$ cat src/rtl/kpd_pkg.sv
// ----------------------------------------------------------------------------
// Key press duration classifier package
// Shared widths, codes and the lane control/result types.
// ----------------------------------------------------------------------------
package kpd_pkg;

    localparam int CMD_W     = 2;
    localparam int LEVELS_W  = 16;
    localparam int DT_W      = 8;
    localparam int KEY_IDX_W = 4;
    localparam int TIMER_W   = 16;
    localparam int CODE_W    = 3;
    localparam int FLAGS_W   = 5;
    localparam int CFG_IDX_W = 2;
    localparam int CFG_DATA_W = 16;

    localparam logic [TIMER_W-1:0] SHORT_TIME_RST = 16'd20;
    localparam logic [TIMER_W-1:0] LONG_TIME_RST  = 16'd1000;
    localparam logic [LEVELS_W-1:0] LONG_MODE_RST = '0;

    // flag bit positions
    localparam int FLAG_FIRST      = 0;
    localparam int FLAG_SHORT_HOLD = 1;
    localparam int FLAG_SHORT_REL  = 2;
    localparam int FLAG_LONG_HOLD  = 3;
    localparam int FLAG_LONG_REL   = 4;

    typedef enum logic [CMD_W-1:0] {
        CMD_TICK  = 2'd0,
        CMD_READ  = 2'd1,
        CMD_CHECK = 2'd2,
        CMD_CLEAR = 2'd3
    } t_cmd;

    typedef enum logic [CODE_W-1:0] {
        ACT_NONE       = 3'd0,
        ACT_FIRST      = 3'd1,
        ACT_SHORT_HOLD = 3'd2,
        ACT_SHORT_REL  = 3'd3,
        ACT_LONG_HOLD  = 3'd4,
        ACT_LONG_REL   = 3'd5
    } t_action;

    typedef enum logic [CFG_IDX_W-1:0] {
        CFG_SHORT_TIME = 2'd0,
        CFG_LONG_TIME  = 2'd1,
        CFG_LONG_MODE  = 2'd2
    } t_cfg_idx;

    typedef struct packed {
        logic                tick;
        logic                read;
        logic                check;
        logic                clear;
        logic [DT_W-1:0]     dt;
        logic [TIMER_W-1:0]  short_time;
        logic [TIMER_W-1:0]  long_time;
    } t_lane_ctl;

    typedef struct packed {
        logic [CODE_W-1:0] code;
        logic              has;
    } t_lane_res;

endpackage

$ cat src/rtl/kpd_if.sv
// ----------------------------------------------------------------------------
// Key press duration classifier channels
// Valid/ready channels for input items, result items and register writes.
// ----------------------------------------------------------------------------
interface kpd_in_if;
    logic                            valid;
    logic                            ready;
    logic [kpd_pkg::CMD_W-1:0]       cmd;
    logic [kpd_pkg::LEVELS_W-1:0]    key_levels;
    logic [kpd_pkg::DT_W-1:0]        elapsed_ms;
    logic [kpd_pkg::KEY_IDX_W-1:0]   key_index;

    modport source (output valid, cmd, key_levels, elapsed_ms, key_index, input ready);
    modport sink   (input valid, cmd, key_levels, elapsed_ms, key_index, output ready);
endinterface

interface kpd_out_if;
    logic                          valid;
    logic                          ready;
    logic [kpd_pkg::CODE_W-1:0]    action_code;
    logic                          has_action;

    modport source (output valid, action_code, has_action, input ready);
    modport sink   (input valid, action_code, has_action, output ready);
endinterface

interface kpd_cfg_if;
    logic                            valid;
    logic                            ready;
    logic [kpd_pkg::CFG_IDX_W-1:0]   index;
    logic [kpd_pkg::CFG_DATA_W-1:0]  data;

    modport source (output valid, index, data, input ready);
    modport sink   (input valid, index, data, output ready);
endinterface

$ cat src/rtl/key_press_duration_classifier_top.sv
// A result item is on the output in the cycle after its input item is accepted
// while the output is free; behind a stalled output it waits in the skid stage.
// Throughput: one item per cycle; every key has its own lane, so a tick updates
// all keys at once and reads, checks and clears touch one lane in the same cycle.
// Input ready drops only while the skid stage holds a result behind a stalled output.
// Reset (synchronous, active low) clears all timers and flags, restores short_time 20,
// long_time 1000 and long_mode_mask 0, and empties the output stage.
// ----------------------------------------------------------------------------
// Key press duration classifier
// Per-key press timing with first press, short/long hold and release flags.
// ----------------------------------------------------------------------------
module key_press_duration_classifier_top #(
    parameter int NUM_KEYS = 16
) (
    input  logic      i_clk,
    input  logic      i_rst_n,
    kpd_in_if.sink    i_in,
    kpd_out_if.source o_out,
    kpd_cfg_if.sink   i_cfg
);
    import kpd_pkg::*;

    // configuration registers: user must write only while block is idle; not enforced
    logic [TIMER_W-1:0]  r_short_time;
    logic [TIMER_W-1:0]  r_long_time;
    logic [LEVELS_W-1:0] r_long_mode;

    logic                         push;
    logic                         in_ready;
    t_lane_ctl                    ctl;
    t_lane_res [NUM_KEYS-1:0]     lane_res;

    assign i_cfg.ready = 1'b1;

    always_ff @(posedge i_clk) begin
        if (!i_rst_n) begin
            r_short_time <= SHORT_TIME_RST;
            r_long_time  <= LONG_TIME_RST;
            r_long_mode  <= LONG_MODE_RST;
        end else if (i_cfg.valid) begin
            unique case (t_cfg_idx'(i_cfg.index))
                CFG_SHORT_TIME: r_short_time <= i_cfg.data;
                CFG_LONG_TIME:  r_long_time  <= i_cfg.data;
                CFG_LONG_MODE:  r_long_mode  <= i_cfg.data;
                default: ;  // drop writes beyond the register list
            endcase
        end
    end

    // decode the accepted item into strobes shared by all lanes
    assign i_in.ready = in_ready;
    assign push       = i_in.valid && in_ready;

    always_comb begin
        ctl.tick       = push && (t_cmd'(i_in.cmd) == CMD_TICK);
        ctl.read       = push && (t_cmd'(i_in.cmd) == CMD_READ);
        ctl.check      = push && (t_cmd'(i_in.cmd) == CMD_CHECK);
        ctl.clear      = push && (t_cmd'(i_in.cmd) == CMD_CLEAR);
        ctl.dt         = i_in.elapsed_ms;
        ctl.short_time = r_short_time;
        ctl.long_time  = r_long_time;
    end

    // one lane per key; keys past the level field see released and short mode,
    // and cannot be addressed by the key index
    for (genvar k = 0; k < NUM_KEYS; k++) begin : g_lane
        logic sel;
        logic on;
        logic lmode;

        if (k < LEVELS_W) begin : g_mapped
            assign sel   = ({1'b0, i_in.key_index} == (KEY_IDX_W + 1)'(k));
            assign on    = i_in.key_levels[k];
            assign lmode = r_long_mode[k];
        end else begin : g_unmapped
            assign sel   = 1'b0;
            assign on    = 1'b0;
            assign lmode = 1'b0;
        end

        kpd_lane u_lane (
            .i_clk       (i_clk),
            .i_rst_n     (i_rst_n),
            .i_ctl       (ctl),
            .i_sel       (sel),
            .i_on        (on),
            .i_long_mode (lmode),
            .o_res       (lane_res[k])
        );
    end

    // merge lane results and buffer them toward the output
    kpd_merge #(
        .NUM_KEYS (NUM_KEYS)
    ) u_merge (
        .i_clk      (i_clk),
        .i_rst_n    (i_rst_n),
        .i_push     (push),
        .i_res      (lane_res),
        .o_in_ready (in_ready),
        .o_out      (o_out)
    );

`ifndef SYNTHESIS
    // an accepted item always leaves a result waiting on the next cycle
    a_push_gives_result: assert property (@(posedge i_clk) disable iff (!i_rst_n)
        (i_in.valid && i_in.ready) |=> o_out.valid)
        else $error("accepted item produced no result");

    // input backs up only behind a waiting result
    a_stall_needs_result: assert property (@(posedge i_clk) disable iff (!i_rst_n)
        !i_in.ready |-> o_out.valid)
        else $error("input stalled with empty output");

    // result code stays within the defined actions
    a_code_range: assert property (@(posedge i_clk) disable iff (!i_rst_n)
        o_out.valid |-> (o_out.action_code <= ACT_LONG_REL))
        else $error("undefined action code");
`endif

endmodule

$ cat src/rtl/kpd_lane.sv
// ----------------------------------------------------------------------------
// Key press duration classifier lane
// Press timer and action flags of one key, with tick, read and clear logic.
// ----------------------------------------------------------------------------
module kpd_lane (
    input  logic               i_clk,
    input  logic               i_rst_n,
    input  kpd_pkg::t_lane_ctl i_ctl,
    input  logic               i_sel,
    input  logic               i_on,
    input  logic               i_long_mode,
    output kpd_pkg::t_lane_res o_res
);
    import kpd_pkg::*;

    logic [TIMER_W-1:0] r_timer, n_timer;
    logic [FLAGS_W-1:0] r_flags, n_flags;
    logic [FLAGS_W-1:0] rd_flags;
    t_action            rd_code;
    logic [TIMER_W:0]   sum;
    logic [TIMER_W-1:0] sat;

    assign sum = {1'b0, r_timer} + {{(TIMER_W + 1 - DT_W){1'b0}}, i_ctl.dt};
    assign sat = sum[TIMER_W] ? {TIMER_W{1'b1}} : sum[TIMER_W-1:0];

    // pick the highest-priority pending action and drop the flags it consumes
    always_comb begin
        rd_flags = r_flags;
        rd_code  = ACT_NONE;
        priority if (r_flags[FLAG_FIRST]) begin
            rd_code = ACT_FIRST;
            rd_flags[FLAG_FIRST] = 1'b0;
        end else if (r_flags[FLAG_SHORT_HOLD]) begin
            rd_code = ACT_SHORT_HOLD;
            if (r_flags[FLAG_SHORT_REL] || r_flags[FLAG_LONG_REL] || r_flags[FLAG_LONG_HOLD]) begin
                rd_flags[FLAG_SHORT_HOLD] = 1'b0;
            end
        end else if (r_flags[FLAG_LONG_HOLD]) begin
            rd_code = ACT_LONG_HOLD;
            if (r_flags[FLAG_SHORT_REL] || r_flags[FLAG_LONG_REL]) begin
                rd_flags[FLAG_LONG_HOLD] = 1'b0;
            end
        end else if (r_flags[FLAG_SHORT_REL] || r_flags[FLAG_LONG_REL]) begin
            rd_code  = r_flags[FLAG_SHORT_REL] ? ACT_SHORT_REL : ACT_LONG_REL;
            rd_flags = '0;
        end else begin
            rd_code = ACT_NONE;
        end
    end

    always_comb begin
        n_timer = r_timer;
        n_flags = r_flags;
        if (i_ctl.tick) begin
            priority if (r_timer < i_ctl.short_time) begin
                n_timer = i_on ? sat : '0;
            end else if (r_flags == '0) begin
                n_flags[FLAG_FIRST]      = 1'b1;
                n_flags[FLAG_SHORT_HOLD] = 1'b1;
            end else if (!i_long_mode) begin
                if (i_on) begin
                    n_flags[FLAG_SHORT_HOLD] = 1'b1;
                end else begin
                    n_timer = '0;
                    n_flags[FLAG_SHORT_REL] = 1'b1;
                end
            end else if (r_timer < i_ctl.long_time) begin
                if (i_on) begin
                    n_timer = sat;
                end else begin
                    n_timer = '0;
                    n_flags[FLAG_SHORT_REL] = 1'b1;
                end
            end else begin
                if (i_on) begin
                    n_flags[FLAG_LONG_HOLD] = 1'b1;
                end else begin
                    n_timer = '0;
                    n_flags[FLAG_LONG_REL] = 1'b1;
                end
            end
        end else if (i_sel && i_ctl.read) begin
            n_flags = rd_flags;
        end else if (i_sel && i_ctl.clear) begin
            n_flags = '0;
            n_timer = '0;
        end
    end

    always_ff @(posedge i_clk) begin
        if (!i_rst_n) begin
            r_timer <= '0;
            r_flags <= '0;
        end else begin
            r_timer <= n_timer;
            r_flags <= n_flags;
        end
    end

    always_comb begin
        o_res.code = ACT_NONE;
        o_res.has  = 1'b0;
        if (i_sel && i_ctl.read) begin
            o_res.code = rd_code;
            o_res.has  = |rd_flags;
        end else if (i_sel && i_ctl.check) begin
            o_res.has  = |r_flags;
        end
    end

endmodule

$ cat src/rtl/kpd_merge.sv
// ----------------------------------------------------------------------------
// Key press duration classifier merge
// Combine lane results and hold them in an output register with a skid stage.
// ----------------------------------------------------------------------------
module kpd_merge #(
    parameter int NUM_KEYS = 16
) (
    input  logic                               i_clk,
    input  logic                               i_rst_n,
    input  logic                               i_push,
    input  kpd_pkg::t_lane_res [NUM_KEYS-1:0]  i_res,
    output logic                               o_in_ready,
    kpd_out_if.source                          o_out
);
    import kpd_pkg::*;

    t_lane_res merged;
    t_lane_res r_out, n_out;
    t_lane_res r_skid, n_skid;
    logic      r_out_valid, n_out_valid;
    logic      r_skid_valid, n_skid_valid;
    logic      pop;

    // at most one lane drives a nonzero result
    always_comb begin
        merged = '0;
        for (int k = 0; k < NUM_KEYS; k++) begin
            merged.code = merged.code | i_res[k].code;
            merged.has  = merged.has  | i_res[k].has;
        end
    end

    assign pop        = r_out_valid && o_out.ready;
    assign o_in_ready = !r_skid_valid;

    always_comb begin
        n_out        = r_out;
        n_skid       = r_skid;
        n_out_valid  = r_out_valid;
        n_skid_valid = r_skid_valid;
        if (!r_out_valid || pop) begin
            if (r_skid_valid) begin
                n_out        = r_skid;
                n_out_valid  = 1'b1;
                n_skid_valid = 1'b0;
            end else if (i_push) begin
                n_out       = merged;
                n_out_valid = 1'b1;
            end else begin
                n_out_valid = 1'b0;
            end
        end else if (i_push) begin
            n_skid       = merged;
            n_skid_valid = 1'b1;
        end
    end

    always_ff @(posedge i_clk) begin
        if (!i_rst_n) begin
            r_out_valid  <= 1'b0;
            r_skid_valid <= 1'b0;
        end else begin
            r_out_valid  <= n_out_valid;
            r_skid_valid <= n_skid_valid;
        end
        r_out  <= n_out;
        r_skid <= n_skid;
    end

    assign o_out.valid       = r_out_valid;
    assign o_out.action_code = r_out.code;
    assign o_out.has_action  = r_out.has;

endmodule
$ cat src/flat_wrapper.sv
// flat-port wrapper written by rule: the top's interface ports become plain ports
module key_press_duration_classifier_top_flat import kpd_pkg::*;
#(
    parameter int NUM_KEYS = 16
)
  (i_clk, i_rst_n, i_in_valid, i_in_cmd, i_in_key_levels, i_in_elapsed_ms, i_in_key_index, i_in_ready, o_out_valid, o_out_action_code, o_out_has_action, o_out_ready, i_cfg_valid, i_cfg_index, i_cfg_data, i_cfg_ready);
  kpd_in_if i_in_i ();
  kpd_out_if o_out_i ();
  kpd_cfg_if i_cfg_i ();
  input  logic i_clk;
  input  logic i_rst_n;
  input wire logic [$bits(i_in_i.valid)-1:0] i_in_valid;
  input wire logic [$bits(i_in_i.cmd)-1:0] i_in_cmd;
  input wire logic [$bits(i_in_i.key_levels)-1:0] i_in_key_levels;
  input wire logic [$bits(i_in_i.elapsed_ms)-1:0] i_in_elapsed_ms;
  input wire logic [$bits(i_in_i.key_index)-1:0] i_in_key_index;
  output wire logic [$bits(i_in_i.ready)-1:0] i_in_ready;
  output wire logic [$bits(o_out_i.valid)-1:0] o_out_valid;
  output wire logic [$bits(o_out_i.action_code)-1:0] o_out_action_code;
  output wire logic [$bits(o_out_i.has_action)-1:0] o_out_has_action;
  input wire logic [$bits(o_out_i.ready)-1:0] o_out_ready;
  input wire logic [$bits(i_cfg_i.valid)-1:0] i_cfg_valid;
  input wire logic [$bits(i_cfg_i.index)-1:0] i_cfg_index;
  input wire logic [$bits(i_cfg_i.data)-1:0] i_cfg_data;
  output wire logic [$bits(i_cfg_i.ready)-1:0] i_cfg_ready;
  assign i_in_i.valid = i_in_valid;
  assign i_in_i.cmd = i_in_cmd;
  assign i_in_i.key_levels = i_in_key_levels;
  assign i_in_i.elapsed_ms = i_in_elapsed_ms;
  assign i_in_i.key_index = i_in_key_index;
  assign i_in_ready = i_in_i.ready;
  assign o_out_valid = o_out_i.valid;
  assign o_out_action_code = o_out_i.action_code;
  assign o_out_has_action = o_out_i.has_action;
  assign o_out_i.ready = o_out_ready;
  assign i_cfg_i.valid = i_cfg_valid;
  assign i_cfg_i.index = i_cfg_index;
  assign i_cfg_i.data = i_cfg_data;
  assign i_cfg_ready = i_cfg_i.ready;
  key_press_duration_classifier_top #(.NUM_KEYS(NUM_KEYS)) u_core (.i_clk(i_clk), .i_rst_n(i_rst_n), .i_in(i_in_i), .o_out(o_out_i), .i_cfg(i_cfg_i));
endmodule
$ cat config.mk
export PLATFORM = sky130hd
export DESIGN_NAME = key_press_duration_classifier_top_flat
export DESIGN_NICKNAME = d
export VERILOG_FILES = /design/src/rtl/kpd_pkg.sv /design/src/rtl/kpd_if.sv /design/src/rtl/key_press_duration_classifier_top.sv /design/src/rtl/kpd_lane.sv /design/src/rtl/kpd_merge.sv /design/src/flat_wrapper.sv
export SDC_FILE = /design/constraint.sdc
export NUM_CORES = 2
export LEC_CHECK = 0
export ABC_AREA = 0
export BUFFER_PORTS_ARGS = -buffer_cell sky130_fd_sc_hd__buf_2
export CAP_MARGIN = 0
export CORE_UTILIZATION = 60
export DETAILED_ROUTE_END_ITERATION = 12
export HOLD_SLACK_MARGIN = 0.12
export PLACE_DENSITY = 0.77
export SYNTH_ARGS = -nofsm -noshare
export SYNTH_HDL_FRONTEND = slang
export SYNTH_SLANG_ARGS = --single-unit
$ cat constraint.sdc
create_clock -name i_clk -period 4 [get_ports i_clk]
set_input_delay 0.8 -clock i_clk [delete_from_list [all_inputs] [get_ports i_clk]]
set_output_delay 0.8 -clock i_clk [all_outputs]
set_load 0.02 [all_outputs]
==> key figures <==
Status
  – Status: finished, violations left
  – Failing checks: DRC

Finish
  – Final Net Count: 5,348
  – Share of layout cells above drive strength 1: between 8 and 9%
  – # fillers: approximately 5,000
  – Area growth, synth to finish: 10.50%
  – Final Cell Area: slightly below 40,000 um2

Worst setup path
  – Reg-to-Reg Start: u_core.r_short_time[7]
  – Buf+Inv Stages, Crit Path: 2
  – CP endpoint kind: flop
  – CP Class: flop to flop
  – CP Depth: 11
  – Worst path slowest cell: o21ai_1
  – R2R setup slack: 0.28 ns
  – Startpoint Class: flop
  – FF-to-FF path depth: 11
  – Critical Path RT: approximately 4.6 ns
  – Worst r2r dst: u_core.g_lane[15].u_lane.r_timer[2]
  – Worst-path cell chain: inv_1 -> buf_4 -> ha_1 -> a21o_1 -> a21oi_1 -> o22ai_1 -> or3_1 -> o21a_1 -> or2_2 -> o21ai_1 -> a32o_1
  – Crit-path max FO: 8
  – Worst EP arrival: 4.28 ns
  – Worst stage delay on the critical path: approximately 0.56 ns
  – Cell family with most CP delay: compound AO/OA/AOI/OAI gates

Route
  – TritonRoute pass-1 iters: 10
  – DRC: 8
  – Top Metal Used: met5
  – Routed via count: around 37,000
  – WL met3: roughly 13,000 um
  – M1 WL: about 52,000 um
  – Vias per cell: ~6.8
  – WL final: 128,400 um
  – ANT nets after route: 0
  – WL per Instance: 23.43 um
  – Iteration-0 DRC Markers: slightly below 4,000
  – Met2 routed WL: 53,030 um

CTS
  – Postcts setup bufs: 0
  – Num Clock Sinks: ~390
  – H-tree lvl count: 2
  – Clock Path Buffers: 3
  – Num CTS Buffers: 48
  – Clock Latency Late Sink: 0.63 ns
  – Clk slew on worst S/H paths: roughly 0.06 ns
  – CTS resizes: 0
  – CTS root buf: clkbuf_16
  – Hold Buf Count CTS: 0
  – CTS tree: done

Timing
  – Hold Slack: 0.4456 ns
  – Clock Skew: ~0.019 ns
  – Min Clock Period, post-route: about 3.7 ns
  – RSZ-0062 raised after global routing: no
  – Final hold vios: 0
  – Worst-Margin Slew: ~1.3 ns
  – Period utilization: ~93%
  – Max-slew violation count: 0
  – Max_slew headroom: around 16%
  – Max Clk Rate: between 200 and 300 MHz
  – Final setup viols: 0
  – Final worst slack: 0.2816 ns
  – Setup tns final: 0 ns

Power and ir drop
  – Sw Share: between 20 and 30%
  – Combinational share of power: 16.4%
  – Net Sw Power: 0.003082 W
  – Worst IR Drop VDD: 355.7 uV
  – Seq pwr share: approximately two fifths
  – Int Pwr: ~0.0073 W
  – LEAKAGE: roughly 17 nW
  – Clk pwr share: between 40% and 50%
  – Total power: ~0.010 W
  – PwrDens: between 200 and 300 nW/um2

Synthesis
  – #FFs+latches synth: a little under 400
  – Post-synthesis sequential area ratio: between 20% and 30%
  – Cells after Synth: 4,509
  – Synthesized area: ~36,000 um2
  – Post-Syn Nets: 5,186
  – Post-synth EDFFs: 8
  – Post-synth top flop: dfxtp_1
  – Post-synthesis area per instance: 7.973 um2
  – YS warnings: 0
  – Synth async-reset ratio: 0%
  – Distinct cell type count after synthesis: 108

Floorplanning
  – IO Pins: 60
  – Die W: ~250 um
  – Chip Height: ~250 um
  – Core Region: roughly 60,000 um2
  – Row Count: 89
  – Die Area: 60,900 um2
  – Starting Density: between 60% and 70%

Placement
  – Dpl ws: approximately 0.20 ns
  – Placed standard-cell area: 38,100 um2
  – Final Wtd Congestion: ~1.0
  – PortBufs: 58
  – Hpwl dp: 97,520 um

Global routing
  – Global-route wire length before repair: 195,700 um
  – Largest net degree at the start of global routing: 58
  – Vias in the first global route: approximately 34,000
  – Initial antenna violation count: 5
  – Grt total ovfl: 0
  – GRT Total Usage: roughly 41%

Min path
  – Hold Crit Class: primary input to flop
  – Hold_sp: i_cfg_data[1]
  – WHS Endpoint: u_core.r_short_time[1]
  – Hold depth: 3

Job
  – Max cap viols: 0
==> layer usage <==
metal	up-vias	track usage, %
met3	508	7.944
met5	-	0
met2	1921	61.97
met1	17510	53.13
met4	6	29.03
li1	17550	-
==> metrics by stage <==
stage	cells	utilization, %
3_3_place_gp	5394	64.43
3_5_place_dp	5394	64.43
2_1_floorplan	4509	-
5_1_grt	5478	67.18
6_report	5479	67.18
4_1_cts	5478	67.18
==> tightest hold or removal path, delay by kind of cell <==
kind / cells / cell delay [ns]
AND/OR/NAND/NOR: 1 / 0.05
AO/OA/AOI/OAI: 1 / 0.05
buffers and inverters: 1 / 0.12
==> final cells by class <==
cell class | instances | area (um2) | share of cell area (%)
Multi-Input combinational cell | 3835 | 26900 | 67.73
Clock inverter | 10 | 165.2 | 0.4157
Sequential cell | 394 | 7968 | 20.06
Clock buffer | 74 | 1459 | 3.672
Tap cell | 773 | 967.2 | 2.435
Antenna cell | 1 | 2.502 | 0.006299
Timing Repair Buffer | 224 | 1627 | 4.094
Inverter | 168 | 633.1 | 1.594
==> state kept, by name (all words and copies together) (netlist names) <==
name                              count
u_core.g_lane.u_lane.r_timer        256
u_core.g_lane.u_lane.r_flags         80
u_core.r_long_mode                   16
u_core.r_long_time                   16
u_core.r_short_time                  16
u_core.u_merge.r_skid                 4
u_core.u_merge.o_out.action_code      3
u_core.u_merge.o_out.has_action       1
u_core.u_merge.o_out.valid            1
u_core.u_merge.r_skid_valid           1
==> power groups by stage <==
stage | registers, W | logic (W) | clock network [W]
floorplan | 0.00413 | 0.00104 | 0
global placement | 0.00415 | 0.00161 | 0
detailed placement | 0.00415 | 0.00164 | 0
CTS | 0.00406 | 0.00165 | 0.00463
global route | 0.00407 | 0.00184 | 0.00477
finish | 0.00407 | 0.00170 | 0.00460
==> cell usage in the layout (no fill, tap or decap), types with 146 or more instances in the layout <==
cell type,synthesis,layout
a21o_1,146,146
a21oi_1,438,438
buf_4,2,160
dfxtp_1,386,386
ha_1,608,608
inv_1,167,165
nand2_1,455,455
nor2_1,330,330
nor3_1,146,146
o21ai_0,263,263
==> cells by family after synthesis <==
logic type | after synthesis | synth area share (%)
and+or+nand+nor | 1535 | 20.84
AOI/OAI and AO/OA | 1602 | 30.07
DFF | 394 | 22.16
adders and majority gates | 624 | 22.05
other | 1 | 0.01043
buffers and inverters | 280 | 3.038
muxes | 7 | 0.2088
xor gates and xnor gates | 66 | 1.608
==> how the worst max path moves through the flow <==
stage                                      start                                   to  slack [ns]
final                     u_core.r_short_time[7]  u_core.g_lane[15].u_lane.r_timer[2]        0.28
after global routing      u_core.r_short_time[7]  u_core.g_lane[15].u_lane.r_timer[2]        0.17
after CTS                 u_core.r_short_time[7]  u_core.g_lane[15].u_lane.r_timer[2]        0.39
after detailed placement      i_in_elapsed_ms[0]  u_core.g_lane[9].u_lane.r_timer[11]        0.20
after global placement        i_in_elapsed_ms[0]  u_core.g_lane[11].u_lane.r_timer[9]        0.33
after floorplan               i_in_elapsed_ms[1]  u_core.g_lane[5].u_lane.r_timer[13]        0.40
==> synthesized netlist by cell type, types with 46 or more instances <==
library cell  number  area, um2
inv_1            167      626.9
o21a_1            66      495.5
o211ai_1          49      367.9
a21oi_1          438       2192
nand3_1          105      525.5
nor3_1           146      730.7
and3_1            53      331.6
clkbuf_1          77      289.0
nor2_1           330       1239
xnor2_1           46      402.9
nor2b_1           79      494.2
dfxtp_1          386       7727
o21ai_0          263       1316
nand4_1           75      469.2
a211oi_1          57      427.9
nand2_1          455       1708
a31oi_1           73      456.7
nand2b_1          81      506.7
a21o_1           146       1096
o2bb2ai_1         61      534.3
ha_1             608       7607
No activity file was read; power rests on OpenSTA's default activity.
